### src/design/rcsfd_pkg.sv
// Shared constants, types and the CRC step function of the frame decoder.
// No dependencies.
`default_nettype none

package rcsfd_pkg;

  localparam int MAX_CHANNELS = 16;
  localparam int IDX_W        = $clog2(MAX_CHANNELS);

  localparam int IN_TDATA_W   = 8;
  localparam int OUT_TDATA_W  = 32;   // index 5 + value 16 + total 6, padded to bytes
  localparam int OUT_TUSER_W  = 2;

  localparam logic [7:0]  START_BYTE      = 8'hA8;
  localparam logic [7:0]  STATUS_LIVE     = 8'h01;
  localparam logic [7:0]  STATUS_FAILSAFE = 8'h81;
  localparam logic [15:0] CRC_POLY        = 16'h1021;
  localparam logic [15:0] CRC_TOP         = 16'h8000;
  localparam logic [7:0]  MIN_COUNT       = 8'd2;
  localparam logic [7:0]  MAX_COUNT       = 8'(MAX_CHANNELS);

  typedef struct packed {
    logic hunt_start;
    logic status_take;
    logic count_take;
    logic data_take;
    logic emit_step;
  } cmd_t;

  typedef struct packed {
    logic is_start;
    logic status_ok;
    logic count_ok;
    logic final_byte;
    logic emit_last;
    logic out_free;
  } sts_t;

  // CRC-16, poly 0x1021, MSB first, one byte.
  function automatic logic [15:0] crc_add(input logic [15:0] crc, input logic [7:0] b);
    logic [15:0] c;
    c = crc ^ {b, 8'h00};
    for (int k = 0; k < 8; k++) begin
      if ((c & CRC_TOP) != 16'h0000) begin
        c = {c[14:0], 1'b0} ^ CRC_POLY;
      end else begin
        c = {c[14:0], 1'b0};
      end
    end
    return c;
  endfunction

endpackage

`default_nettype wire

### src/design/rcsfd_ctrl.sv
// Frame parsing state machine of the frame decoder.
// Depends on rcsfd_pkg (cmd_t, sts_t).
`default_nettype none

module rcsfd_ctrl (
  input  wire logic          clk_i,
  input  wire logic          rst_ni,
  input  wire logic          in_valid_i,
  output logic               in_ready_o,
  input  rcsfd_pkg::sts_t    sts_i,
  output rcsfd_pkg::cmd_t    cmd_o
);
  import rcsfd_pkg::*;

  typedef enum logic [4:0] {
    ST_HUNT   = 5'b00001,
    ST_STATUS = 5'b00010,
    ST_COUNT  = 5'b00100,
    ST_DATA   = 5'b01000,
    ST_EMIT   = 5'b10000
  } state_e;

  state_e state_q, state_d;
  logic   acc;

  assign in_ready_o = (state_q != ST_EMIT);
  assign acc        = in_valid_i && in_ready_o;

  always_comb begin
    state_d = state_q;
    cmd_o   = '0;
    unique case (state_q)
      ST_HUNT: begin
        if (acc && sts_i.is_start) begin
          cmd_o.hunt_start = 1'b1;
          state_d          = ST_STATUS;
        end
      end
      ST_STATUS: begin
        if (acc) begin
          if (sts_i.status_ok) begin
            cmd_o.status_take = 1'b1;
            state_d           = ST_COUNT;
          end else begin
            state_d = ST_HUNT;
          end
        end
      end
      ST_COUNT: begin
        if (acc) begin
          if (sts_i.count_ok) begin
            cmd_o.count_take = 1'b1;
            state_d          = ST_DATA;
          end else begin
            state_d = ST_HUNT;
          end
        end
      end
      ST_DATA: begin
        if (acc) begin
          cmd_o.data_take = 1'b1;
          if (sts_i.final_byte) state_d = ST_EMIT;
        end
      end
      ST_EMIT: begin
        if (sts_i.out_free) begin
          cmd_o.emit_step = 1'b1;
          if (sts_i.emit_last) state_d = ST_HUNT;
        end
      end
      default: state_d = ST_HUNT;
    endcase
  end

  always_ff @(posedge clk_i or negedge rst_ni) begin
    if (!rst_ni) begin
      state_q <= ST_HUNT;
    end else begin
      state_q <= state_d;
    end
  end

endmodule

`default_nettype wire

### src/design/rcsfd_datapath.sv
// Datapath of the frame decoder: CRC, byte counter, channel store, output register.
// Depends on rcsfd_pkg (constants, cmd_t, sts_t, crc_add).
`default_nettype none

module rcsfd_datapath (
  input  wire logic                              clk_i,
  input  wire logic                              rst_ni,
  input  wire logic [7:0]                        rx_byte_i,
  input  rcsfd_pkg::cmd_t                        cmd_i,
  output rcsfd_pkg::sts_t                        sts_o,
  output logic                                   out_valid_o,
  input  wire logic                              out_ready_i,
  output logic [4:0]                             out_index_o,
  output logic [15:0]                            out_value_o,
  output logic [5:0]                             out_total_o,
  output logic                                   out_failsafe_o,
  output logic                                   out_crc_ok_o,
  output logic                                   out_last_o
);
  import rcsfd_pkg::*;

  logic [15:0]      crc_q, crc_d;
  logic [5:0]       n_q, n_d;
  logic [6:0]       pos_q, pos_d;
  logic [7:0]       pend_q, pend_d;
  logic             fs_q, fs_d;
  logic             crc_ok_q;
  logic [IDX_W-1:0] emit_idx_q;
  logic             valid_q;
  logic [15:0]      store_q [MAX_CHANNELS];

  logic [15:0]      crc_next;
  logic [6:0]       two_n;
  logic             in_data, in_crc_hi;

  assign crc_next  = crc_add(crc_q, rx_byte_i);
  assign two_n     = {n_q, 1'b0};
  assign in_data   = (pos_q < two_n);
  assign in_crc_hi = (pos_q == two_n);

  assign sts_o.is_start   = (rx_byte_i == START_BYTE);
  assign sts_o.status_ok  = (rx_byte_i == STATUS_LIVE) || (rx_byte_i == STATUS_FAILSAFE);
  assign sts_o.count_ok   = (rx_byte_i >= MIN_COUNT) && (rx_byte_i <= MAX_COUNT);
  assign sts_o.final_byte = !in_data && !in_crc_hi;
  assign sts_o.emit_last  = ((6'(emit_idx_q) + 6'd1) == n_q);
  assign sts_o.out_free   = !valid_q || out_ready_i;

  always_comb begin
    crc_d  = crc_q;
    n_d    = n_q;
    pos_d  = pos_q;
    pend_d = pend_q;
    fs_d   = fs_q;
    if (cmd_i.hunt_start) begin
      crc_d = crc_add(16'h0000, rx_byte_i);
      n_d   = '0;
      pos_d = '0;
    end
    if (cmd_i.status_take) begin
      fs_d  = (rx_byte_i == STATUS_FAILSAFE);
      crc_d = crc_next;
    end
    if (cmd_i.count_take) begin
      n_d   = rx_byte_i[5:0];
      crc_d = crc_next;
      pos_d = '0;
    end
    if (cmd_i.data_take) begin
      if (in_data) begin
        crc_d = crc_next;
        if (!pos_q[0]) pend_d = rx_byte_i;
        pos_d = pos_q + 7'd1;
      end else if (in_crc_hi) begin
        pend_d = rx_byte_i;
        pos_d  = pos_q + 7'd1;
      end else begin
        pos_d = '0;
      end
    end
  end

  always_ff @(posedge clk_i or negedge rst_ni) begin
    if (!rst_ni) begin
      crc_q      <= '0;
      n_q        <= '0;
      pos_q      <= '0;
      pend_q     <= '0;
      fs_q       <= 1'b0;
      crc_ok_q   <= 1'b0;
      emit_idx_q <= '0;
      valid_q    <= 1'b0;
    end else begin
      crc_q  <= crc_d;
      n_q    <= n_d;
      pos_q  <= pos_d;
      pend_q <= pend_d;
      fs_q   <= fs_d;
      // final CRC byte: latch the compare and rewind the emit pointer
      if (cmd_i.data_take && !in_data && !in_crc_hi) begin
        crc_ok_q   <= ({pend_q, rx_byte_i} == crc_q);
        emit_idx_q <= '0;
      end else if (cmd_i.emit_step) begin
        emit_idx_q <= emit_idx_q + IDX_W'(1);
      end
      if (cmd_i.emit_step) begin
        valid_q <= 1'b1;
      end else if (out_ready_i) begin
        valid_q <= 1'b0;
      end
    end
  end

  // channel store, written on the low byte of each channel
  always_ff @(posedge clk_i) begin
    if (cmd_i.data_take && in_data && pos_q[0]) begin
      store_q[pos_q[IDX_W:1]] <= {pend_q, rx_byte_i};
    end
  end

  // output payload register
  always_ff @(posedge clk_i) begin
    if (cmd_i.emit_step) begin
      out_index_o    <= 5'(emit_idx_q);
      out_value_o    <= store_q[emit_idx_q];
      out_total_o    <= n_q;
      out_failsafe_o <= fs_q;
      out_crc_ok_o   <= crc_ok_q;
      out_last_o     <= sts_o.emit_last;
    end
  end

  assign out_valid_o = valid_q;

endmodule

`default_nettype wire

### src/design/rc_serial_frame_decoder_unit.sv
// Top level of the radio control serial frame decoder (SUMD-style, CRC-16).
// Channels:
//   s_axis  - one received serial byte per item (tdata[7:0]).
//   m_axis  - one decoded channel per item; tlast marks the last channel of
//             a frame, tuser carries the failsafe and CRC-match flags.
// The frame is start 0xA8, status 0x01 or 0x81, a count of 2..MAX_CHANNELS,
// two bytes per channel (high first) and a CRC-16 (poly 0x1021, init 0) over
// header and data, high byte first.
// The final CRC byte moves the control to its emit state, which loads the
// first channel into the output register once that register is free; then
// one channel per cycle while m_axis_tready_i is high. The emitter walks the
// channel store one entry a cycle while the output is not stalled;
// s_axis_tready_o is low during that walk.
// If the receiver stalls, the output register holds its item and the walk
// waits; input stays blocked until the last channel is loaded.
// A CRC mismatch still emits the frame with crc_ok cleared.
// Reset (rst_ni low, asynchronous) returns to hunting for the start byte and
// drops any pending output item.
// Depends on rcsfd_pkg, rcsfd_ctrl, rcsfd_datapath.
`default_nettype none

module rc_serial_frame_decoder_unit (
  input  wire logic                              clk_i,
  input  wire logic                              rst_ni,
  input  wire logic                              s_axis_tvalid_i,
  output logic                                   s_axis_tready_o,
  input  wire logic [rcsfd_pkg::IN_TDATA_W-1:0]  s_axis_tdata_i,  // [7:0] rx_byte
  output logic                                   m_axis_tvalid_o,
  input  wire logic                              m_axis_tready_i,
  // [4:0] channel_index, [20:5] channel_value, [26:21] channel_total, [31:27] zero
  output logic [rcsfd_pkg::OUT_TDATA_W-1:0]      m_axis_tdata_o,
  output logic [rcsfd_pkg::OUT_TUSER_W-1:0]      m_axis_tuser_o,  // [0] failsafe, [1] crc_ok
  output logic                                   m_axis_tlast_o
);
  import rcsfd_pkg::*;

  cmd_t        cmd;
  sts_t        sts;
  logic [4:0]  out_index;
  logic [15:0] out_value;
  logic [5:0]  out_total;
  logic        out_failsafe;
  logic        out_crc_ok;

  rcsfd_ctrl u_ctrl (
    .clk_i      (clk_i),
    .rst_ni     (rst_ni),
    .in_valid_i (s_axis_tvalid_i),
    .in_ready_o (s_axis_tready_o),
    .sts_i      (sts),
    .cmd_o      (cmd)
  );

  rcsfd_datapath u_dp (
    .clk_i          (clk_i),
    .rst_ni         (rst_ni),
    .rx_byte_i      (s_axis_tdata_i),
    .cmd_i          (cmd),
    .sts_o          (sts),
    .out_valid_o    (m_axis_tvalid_o),
    .out_ready_i    (m_axis_tready_i),
    .out_index_o    (out_index),
    .out_value_o    (out_value),
    .out_total_o    (out_total),
    .out_failsafe_o (out_failsafe),
    .out_crc_ok_o   (out_crc_ok),
    .out_last_o     (m_axis_tlast_o)
  );

  assign m_axis_tdata_o = {5'b00000, out_total, out_value, out_index};
  assign m_axis_tuser_o = {out_crc_ok, out_failsafe};

endmodule

`default_nettype wire

### config.mk
export PLATFORM = sky130hd
export DESIGN_NAME = rc_serial_frame_decoder_unit
export DESIGN_NICKNAME = d
export VERILOG_FILES = /design/src/design/rcsfd_pkg.sv /design/src/design/rcsfd_ctrl.sv /design/src/design/rcsfd_datapath.sv /design/src/design/rc_serial_frame_decoder_unit.sv
export SDC_FILE = /design/constraint.sdc
export NUM_CORES = 1
export LEC_CHECK = 0
export BUFFER_PORTS_ARGS = -buffer_cell sky130_fd_sc_hd__buf_4
export CORE_MARGIN = 4
export CORE_UTILIZATION = 40
export CTS_CLUSTER_SIZE = 40
export DETAILED_ROUTE_END_ITERATION = 10
export GPL_ROUTABILITY_DRIVEN = 0
export GPL_TIMING_DRIVEN = 0
export SETUP_SLACK_MARGIN = 0.2
export SYNTH_ARGS = -nofsm -noshare
export SYNTH_HDL_FRONTEND = slang
export SYNTH_SLANG_ARGS = --single-unit
### constraint.sdc
create_clock -name clk_i -period 3.36 [get_ports clk_i]
set_input_delay 0 -clock clk_i [delete_from_list [all_inputs] [get_ports clk_i]]
set_output_delay 0 -clock clk_i [all_outputs]
set_load 0.01 [all_outputs]
### Word-level counts from Yosys, hierarchy flattened

Memory sizes are Yosys's and may differ from the RTL's. A register that Yosys moved wholly into a read port is not among the register bits.
Cells that the tools add are included.

| word-level totals | value |
|---|---|
| logic and storage cells | 144 |
| register bits | 62 |
| memories kept | 1 |
| bits of input ports | 12 |
| output and inout port bits | 37 |
| RAM bits | 256 |

| cells by class | value |
|---|---|
| add/sub/neg operators | 3 |
| bitwise gates (word level) | 17 |
| muxes and demuxes | 66 |
| reduce and logical (&&, ||, !) cells | 20 |
| order comparisons | 3 |
| equality and inequality tests | 20 |

Memories:

| memory | depth | width | read ports | clocked after memory_dff | wr ports | RTL line | source |
|---|---|---|---|---|---|---|---|
| u_dp.store_q | 16 | 16 | 1 | 1 | 1 | rcsfd_datapath.sv:30 | `logic [15:0] store_q [MAX_CHANNELS];` |

Operators with widths:

| kind | number |
|---|---|
| 13-bit two-way mux | 16 |
| 16-bit two-way mux | 12 |
| 3-bit inverter | 16 |
| 5-bit two-way mux | 7 |
| 7-bit two-way mux | 5 |
| 5-bit one-hot mux with 5 select lines | 1 |
| 8-bit two-way mux | 3 |
| 16-bit equality test | 1 |
| 8-bit equality test (second input constant) | 2 |
| 1-bit two-way mux | 16 |
| 16-bit XOR | 1 |
| 4-bit two-way mux | 3 |
| 6-bit two-way mux | 2 |
| 8-bit by 1-bit equality test with 1-bit output (second input constant) | 1 |
| 8-bit by 2-bit >= comparator with 1-bit output (second input constant) | 1 |
| 8-bit by 5-bit <= comparator with 1-bit output (second input constant) | 1 |
| 1-bit logical AND | 8 |
| 2-bit by 1-bit != test with 1-bit output (second input constant) | 4 |
| 2-bit != test (second input constant) | 4 |
| 2-bit nonzero test | 4 |
| 7-bit by 1-bit adder with 7-bit output (second input constant) | 1 |
| 7-bit equality test | 1 |
| 7-bit < comparator | 1 |
| 7-bit AND reduction | 1 |
| other kinds (14) | 17 |

### Logic depth before layout (Yosys ltp)

Gate-level depths: netlist of the first run.

| logic depth | value |
|---|---|
| depth in word-level cells | 31 |
| gate-level depth with buffers | 9 |
| gate-level depth less buffers | 8 |

### Modules after synthesis

From an unflattened synthesis of the first run, not the netlist that was laid out.

| second synthesis, totals | value |
|---|---|
| cell total of the unflattened synthesis | 867 |
| area, all modules | 14096.0 um^2 |

By module, submodules not included:

| module | cells an instance | area an instance (um^2) | times used | seq. area each (um^2) |
|---|---|---|---|---|
| rcsfd_datapath | 811 | 13635.6 | 1 | 9659.3 |
| rcsfd_ctrl | 48 | 404.1 | 1 | 126.4 |
| rc_serial_frame_decoder_unit | 8 | 56.3 | 1 | 0.0 |

### Least setup slack after synthesis of the first run

Ideal clock, no wire load.

| path | value |
|---|---|
| path kind | register to register |
| start point | register u_dp.pos_q[4] |
| end point | memory u_dp.store_q[10][0], enable pin |
| library setup time | 0.409 ns |
| cell stages (with the launch flop) | 7 |
| setup slack | 0.308 ns |
| path buffers | 1 |
| required time | 2.951 ns |
| clock period less this slack | 3.052 ns |
| arrival time | 2.643 ns |
| cell sequence | dfrtp_1 > ha_1 > a21oi_1 > o21ai_0 > or3_1 > clkbuf_1 > nor3_1 |

| between the ends | value |
|---|---|
| longest elaborated chain between the ends | 5 |

RTL lines:

| what | RTL line | source |
|---|---|---|
| from (decl) | rcsfd_datapath.sv:24 | `logic [6:0] pos_q, pos_d;` |
| from (signal assigned) | rcsfd_datapath.sv:95 | `pos_q <= pos_d;` |
| 7-bit < comparator | rcsfd_datapath.sv:38 | `assign in_data = (pos_q < two_n);` |
| 1-bit logical AND (2 in series) | rcsfd_datapath.sv:115 | `if (cmd_i.data_take && in_data && pos_q[0]) begin` |
| 1-bit two-way mux | rcsfd_datapath.sv:115 |  |
| 1-bit two-way mux (implied by the code) | rcsfd_datapath.sv:116 | `store_q[pos_q[IDX_W:1]] <= {pend_q, rx_byte_i};` |
| to (decl) | rcsfd_datapath.sv:30 |  |

Several ways; a longest one is shown, not always the timed one.

### Worst setup path in the final report of the first run

| path | value |
|---|---|
| start point | register u_dp.pos_q[4] |
| end point | memory u_dp.store_q[9][9], enable pin |

Same word-level chain as after synthesis.

==> results of run 1 <==
[sequential cells by signal, summed over array words and instances (netlist names)]
register             count
u_dp.crc_q              16
u_dp.fs_q                1
u_dp.out_total_o         6
u_dp.pos_q               7
u_dp.out_valid_o         1
u_dp.n_q                 6
u_dp.out_last_o          1
u_dp.crc_ok_q            1
u_dp.store_q           256
u_ctrl.state_q           5
u_dp.out_failsafe_o      1
u_dp.out_value_o        16
u_dp.emit_idx_q          4
u_dp.out_index_o         4
u_dp.pend_q              8
u_dp.out_crc_ok_o        1
[report_power, final]
group          internal (mW)  switching (mW)  leakage, nW
Combinational          0.258           0.339         2.01
Clock                   2.36            1.53        0.564
Sequential              4.50          0.0288         3.13
[worst paths after layout]
check	startpoint	to	slack, ns
setup / recovery	u_dp.pos_q[4]	u_dp.store_q[9][9]	0.23
hold / removal	rst_ni	u_dp.n_q[5]	0.05
setup reg to reg	u_dp.pos_q[4]	u_dp.store_q[9][9]	0.23
hold reg to reg	u_dp.n_q[5]	u_dp.out_total_o[5]	0.45
max in group asynchronous	rst_ni	u_dp.pend_q[1]	2.82
min in group clk_i	s_axis_tvalid_i	u_ctrl.state_q[1]	0.29
[final cells by class]
cell class,count,area share
flip-flops and latches,334,0.5995
clock buffers,46,0.06010
inverters,13,0.002990
plain buffers,49,0.01541
multi-input cells,463,0.2310
repair buffers,71,0.04569
well taps,448,0.03434
clock inverters,15,0.01089
[layer usage]
layer / share of wire / GRT usage / wire [µm] / vias to the layer above
li1: - / - / - / 3504
met1: 0.44 / 0.2279 / 13720 / 3954
met2: 0.49 / 0.2657 / 15230 / 193
met3: 0.050 / 0.02783 / 1569 / 45
met4: 0.019 / 0.04091 / 595 / 0
met5: 0 / 0 / 0 / -
[kinds of logic after synthesis]
group | after synthesis | share of synthesized area
DFF | 334 | 0.7115
and+or+nand+nor | 171 | 0.06040
AOI/OAI and AO/OA | 119 | 0.05740
muxes | 110 | 0.1102
buffers and inverters | 62 | 0.02183
xor gates and xnor gates | 49 | 0.03120
adders and majority gates | 8 | 0.007278
other | 1 | 0.0002726
[placed cells by master (no fill, tap or decap), types with 6 or more instances in the layout]
| cell type | n |
|---|---|
| a21oi_1 | 25 |
| a221oi_1 | 16 |
| clkbuf_16 | 38 |
| conb_1 | 6 |
| dlygate4sd3_1 | 11 |
| o21ai_1 | 6 |
| clkinv_1 | 7 |
| inv_1 | 13 |
| dfrtp_1 | 48 |
| a22oi_1 | 16 |
| nor2_2 | 9 |
| nand2_1 | 63 |
| nand4_1 | 7 |
| nor2_1 | 27 |
| clkbuf_1 | 29 |
| mux2_2 | 11 |
| mux4_2 | 32 |
| mux2i_1 | 67 |
| buf_16 | 6 |
| xor2_1 | 11 |
| xnor2_1 | 38 |
| ha_1 | 8 |
| o21ai_0 | 30 |
| or3_1 | 6 |
| nor3_1 | 7 |
| a22o_1 | 7 |
| buf_6 | 8 |
| nand3_1 | 18 |
| buf_2 | 14 |
| a21oi_2 | 6 |
| buf_4 | 52 |
| edfxtp_1 | 285 |
[timing repair]
item                       in CTS  in global routing
setup endpoints to repair      16                 65
hold buffers                   11                  0
hold endpoints to repair      187                  0
gates resized for setup         0                  5
[worst max-delay path: cells and delay by family, from the launching register on]
| family | cells | cell delay (ns) |
|---|---|---|
| simple gates | 3 | 1.43 |
| flops | 1 | 0.48 |
| fa+ha+maj | 1 | 0.35 |
| buf+inv | 1 | 0.22 |
| compound gates | 2 | 0.33 |
[through the flow]
step,TNS (ns),std cells,total power [mW],hold slack [ns],utilization
finish,0,1439,9.019,0.04896,0.4843
global route,0,1439,9.335,0.1182,0.4843
CTS,0,1439,9.109,0.07114,0.4836
detailed placement,0,1367,5.209,0.08739,0.4459
global placement,-158.35,1349,5.204,0.09143,0.4347
floorplan,0,859,5.025,-0.2956,-
==> results.cfg, run 1 <==
[clocking]
clk_pin_slew_ns = 0.06
cts_tree = done
cts_buffers = 36
clockBufferDepth = 3
cts-root-buf = clkbuf_16
clkLatencyLatePin_ns = 0.52
post_cts_buffers = 0
cts_max_level = 2
cts.sinks = 334

[layout]
antenna_cells = 0
register_area_um2 = 9786
final_area_um2 = 16320
drive_above_1_share = 0.2099
fillers = 2866
final_nets = 988
area_delta_synth_final_pct = 18.67
multi_input_area_um2 = 3771

[setup_path]
crit_arrival_ns = 3.34
path_cells = ha_1 > a21oi_1 > o21ai_0 > nor3_1 > nand3b_1 > nor2_2 > buf_8
ff2ff_path_depth = 7
cp_max_fo = 12
cpMaxStageDelayCell = nor3_1
crit_type = register to register
cp-end-kind = register
startpoint_type = register
crit_path_max_incr_delay_ns = 0.51
worstPathRequired_ns = 3.56

[place]
dp_hpwl_mm = 20.86
dp_slack_ns = 0.1347
portBuffers = 42
placed_area_um2 = 15030

[timing]
max_freq_ghz = 0.3192
setup_violations = 0
post-route-min-period_ns = 3.133
layout_setup_ws_ns = 0.2271
drv_slew = 0
hold_violations = 0
finalCritPeriodShare = 0.9324
rsz0062_at_grt = true
fin_worst_skew_ns = 0.02547
relSlewSlack = 0.3711
tightest_slew_ns = 0.9434

[yosys]
synthFlopType = edfxtp_1
ys_seq_elements = 334
syn_inst = 854
netlist_area_um2 = 13750
synth.most_common_cell = edfxtp_1
ys_top_cells_by_count = 285 x edfxtp_1, 67 x mux2i_1, 63 x nand2_1, 48 x dfrtp_1, 40 x nor2_1
yosysSeqAreaShare = 0.7115
synth_cell_types = 53
yosys_warnings = 0
netlist.area_leader.share = 0.6222
synth_largest_area_cell = edfxtp_1
synthArstFlopShare = 0.1467
ys_top_cells_by_area = edfxtp_1 62%, dfrtp_1 8.7%, mux4_2 5.2%, mux2i_1 4.9%, xnor2_1 2.4%
synth_edf_count = 285
syn_area_per_cell_um2 = 16.11

[floorplan]
core-area_um2 = 33700
die_w_um = 193.4
die_h_um = 193.4
ioPinCount = 49
initial_core_util = 0.4081
num_rows = 67
dieArea_um2 = 37420

[detailed_routing]
wirelength_mm = 31.11
vias = 7696
vias_per_cell = 5.348
drtAntennaViolNets = 0
dr.pass1.iters = 5
drc = 0
wire_per_inst_um = 21.62
first_iter_violations = 723

[run]
maxCapViolations = 0

[global_route]
grt_overflow = 0
grt_pass1_vias = 7704
grt_pass1_wl_mm = 47.48
grt.total_usage = 0.1622
grt_start_max_net_pins = 50
antenna_found_initial = 0

[power]
powerDensity_nw_per_um2 = 552.6
max-vdd-ir-drop_v = 0.0003173
power.leakage_nw = 5.703

[min_path]
worst_hold_path_type = primary input to async pin

[status]
outcome = finished clean
No activity file was read; power rests on OpenSTA's default activity.
==> run 2, diff against run 1 <==
--- a/config.mk
+++ b/config.mk
@@ -8,6 +8,7 @@
 export BUFFER_PORTS_ARGS = -buffer_cell sky130_fd_sc_hd__buf_4
 export CORE_MARGIN = 4
 export CORE_UTILIZATION = 40
+export CTS_BUF_LIST = sky130_fd_sc_hd__clkbuf_4
 export CTS_CLUSTER_SIZE = 40
 export DETAILED_ROUTE_END_ITERATION = 10
 export GPL_ROUTABILITY_DRIVEN = 0
==> run 2 against run 1 <==
Compared with the run above: count of clock-buffer cells in the layout is 89 higher; register-to-register slack hardly changed; critical endpoint is now u_dp.store_q[15][9]; largest power group unchanged; clock power is 8.5% lower.
==> results.cfg, run 2 (synthesized netlist as in run 1, its figures left out) <==
[timing]
hold_violations = 0
fin_worst_skew_ns = 0.03472
setup_violations = 0
relSlewSlack = 0.3501
rsz0062_at_grt = true
holdWs_ns = 0.1177
finalCritPeriodShare = 0.9326
drv_slew = 0
layout_setup_ws_ns = 0.2265
max_freq_ghz = 0.3191
tightest_slew_ns = 0.9695
post-route-min-period_ns = 3.134

[min_path]
worst_hold_path_type = primary input to register

[layout]
mostFrequentLayoutCell = edfxtp_1
multi_input_area_um2 = 3755
fin_util = 0.4845
mostFrequentLayoutCells = 285 x edfxtp_1, 135 x clkbuf_4, 67 x mux2i_1
register_area_um2 = 9786
instances_no_fill = 1532
area_delta_synth_final_pct = 18.71
final_nets = 1042
final_area_um2 = 16330
largest_reg_flops = 256
drive_above_1_share = 0.2807
fillers = 2937

[clocking]
cts-root-buf = clkbuf_4
clk_pin_slew_ns = 0.07
cts_buffers = 87
cts.sinks = 334
cts_tree = done
clockBufferDepth = 3
post_cts_buffers = 0
clkLatencyLatePin_ns = 0.68
cts_max_level = 3

[floorplan]
ioPinCount = 49
die_w_um = 193.4
core-area_um2 = 33700
num_rows = 67
dieArea_um2 = 37420
die_h_um = 193.4
initial_core_util = 0.4081

[run]
maxCapViolations = 0

[place]
dp_hpwl_mm = 20.86
dp_slack_ns = 0.1347
dpl.cell_count = 1367
placed_area_um2 = 15030
portBuffers = 42

[setup_path]
worstPathRequired_ns = 3.74
cp-end-kind = register
path_cells = ha_1 > a21oi_1 > o21ai_0 > or3_1 > clkbuf_1 > nor3_2 > buf_6
startpoint_type = register
cpMaxStageDelayCell = nor3_2
crit_type = register to register
cp_max_fo = 9
crit_path_max_incr_delay_ns = 0.84
crit_arrival_ns = 3.51

[global_route]
antenna_found_initial = 1
grt.met2_usage = 0.2681
grt_overflow = 0
grt_pass1_wl_mm = 48.65
grt_util_met1 = 0.2265
top_usage_layer = met2
grt_start_max_net_pins = 49
grt_use_met3 = 0.04088
grt.total_usage = 0.1664
grt_pass1_vias = 8117

[detailed_routing]
wire_per_inst_um = 20.79
first_iter_violations = 579
dr.pass1.iters = 5
drtAntennaViolNets = 0
vias = 8016
wirelength_mm = 31.85
drc = 0
vias_per_cell = 5.232

[power]
max-vdd-ir-drop_v = 0.0002266
powerDensity_nw_per_um2 = 532.5
power.leakage_nw = 5.813

[status]
outcome = finished clean
[run 2: worst max-delay path, delay by kind of cell (launching register included)]
kind / cells / cell delay [ns]
flip-flops: 1 / 0.47
AND/OR/NAND/NOR: 2 / 1.20
buffers and inverters: 2 / 0.48
AO/OA/AOI/OAI: 2 / 0.33
adder cells (fa/ha/maj): 1 / 0.35
[run 2: timing repair]
| item | CTS | global route |
|---|---|---|
| hold buffers | 14 | 0 |
| gates cloned | 0 | 0 |
| endpoints found under the setup margin | 16 | 69 |
| hold endpoints to repair | 222 | 0 |
| gates resized for setup | 0 | 2 |
| pin swaps | 0 | 0 |
[run 2: final timing paths]
check                                     start  cells past startpoint  slack (ns)             endpoint
worst max register to register    u_dp.pos_q[4]                      7        0.23  u_dp.store_q[15][9]
worst min-delay path            s_axis_tvalid_i                      3        0.12    u_ctrl.state_q[1]
worst min register to register      u_dp.n_q[5]                      0        0.45  u_dp.out_total_o[5]
worst max-delay path              u_dp.pos_q[4]                      7        0.23  u_dp.store_q[15][9]
min in group asynchronous                rst_ni                      3        0.37    u_ctrl.state_q[0]
max in group asynchronous                rst_ni                      4        2.68        u_dp.crc_q[4]
[run 2: where the power goes]
group	switching, mW	internal [mW]
sequential	0.0288	4.50
combinational	0.341	0.262
clock	1.60	1.97
total	1.97	6.73
[run 2: layout make-up]
class	instances	share of cell area
buffer	49	0.01540
inverter	13	0.002988
antenna	1	0.0001533
clock inverter	15	0.007203
clock buffer	135	0.06207
multi-input combinational	463	0.2300
sequential	334	0.5993
tap	448	0.03433
timing repair buffer	74	0.04858
[run 2: through the flow]
stage / power (mW) / TNS, ns
after global placement: 5.204 / -158.35
after global routing: 9.091 / 0
final: 8.695 / 0
after floorplan: 5.025 / 0
after detailed placement: 5.209 / 0
after CTS: 8.809 / 0
[run 2: layer usage]
metal,part of all wire,wire (µm)
met2,0.49,15530
met4,0.020,641
met5,0,0
met3,0.055,1753
met1,0.44,13920
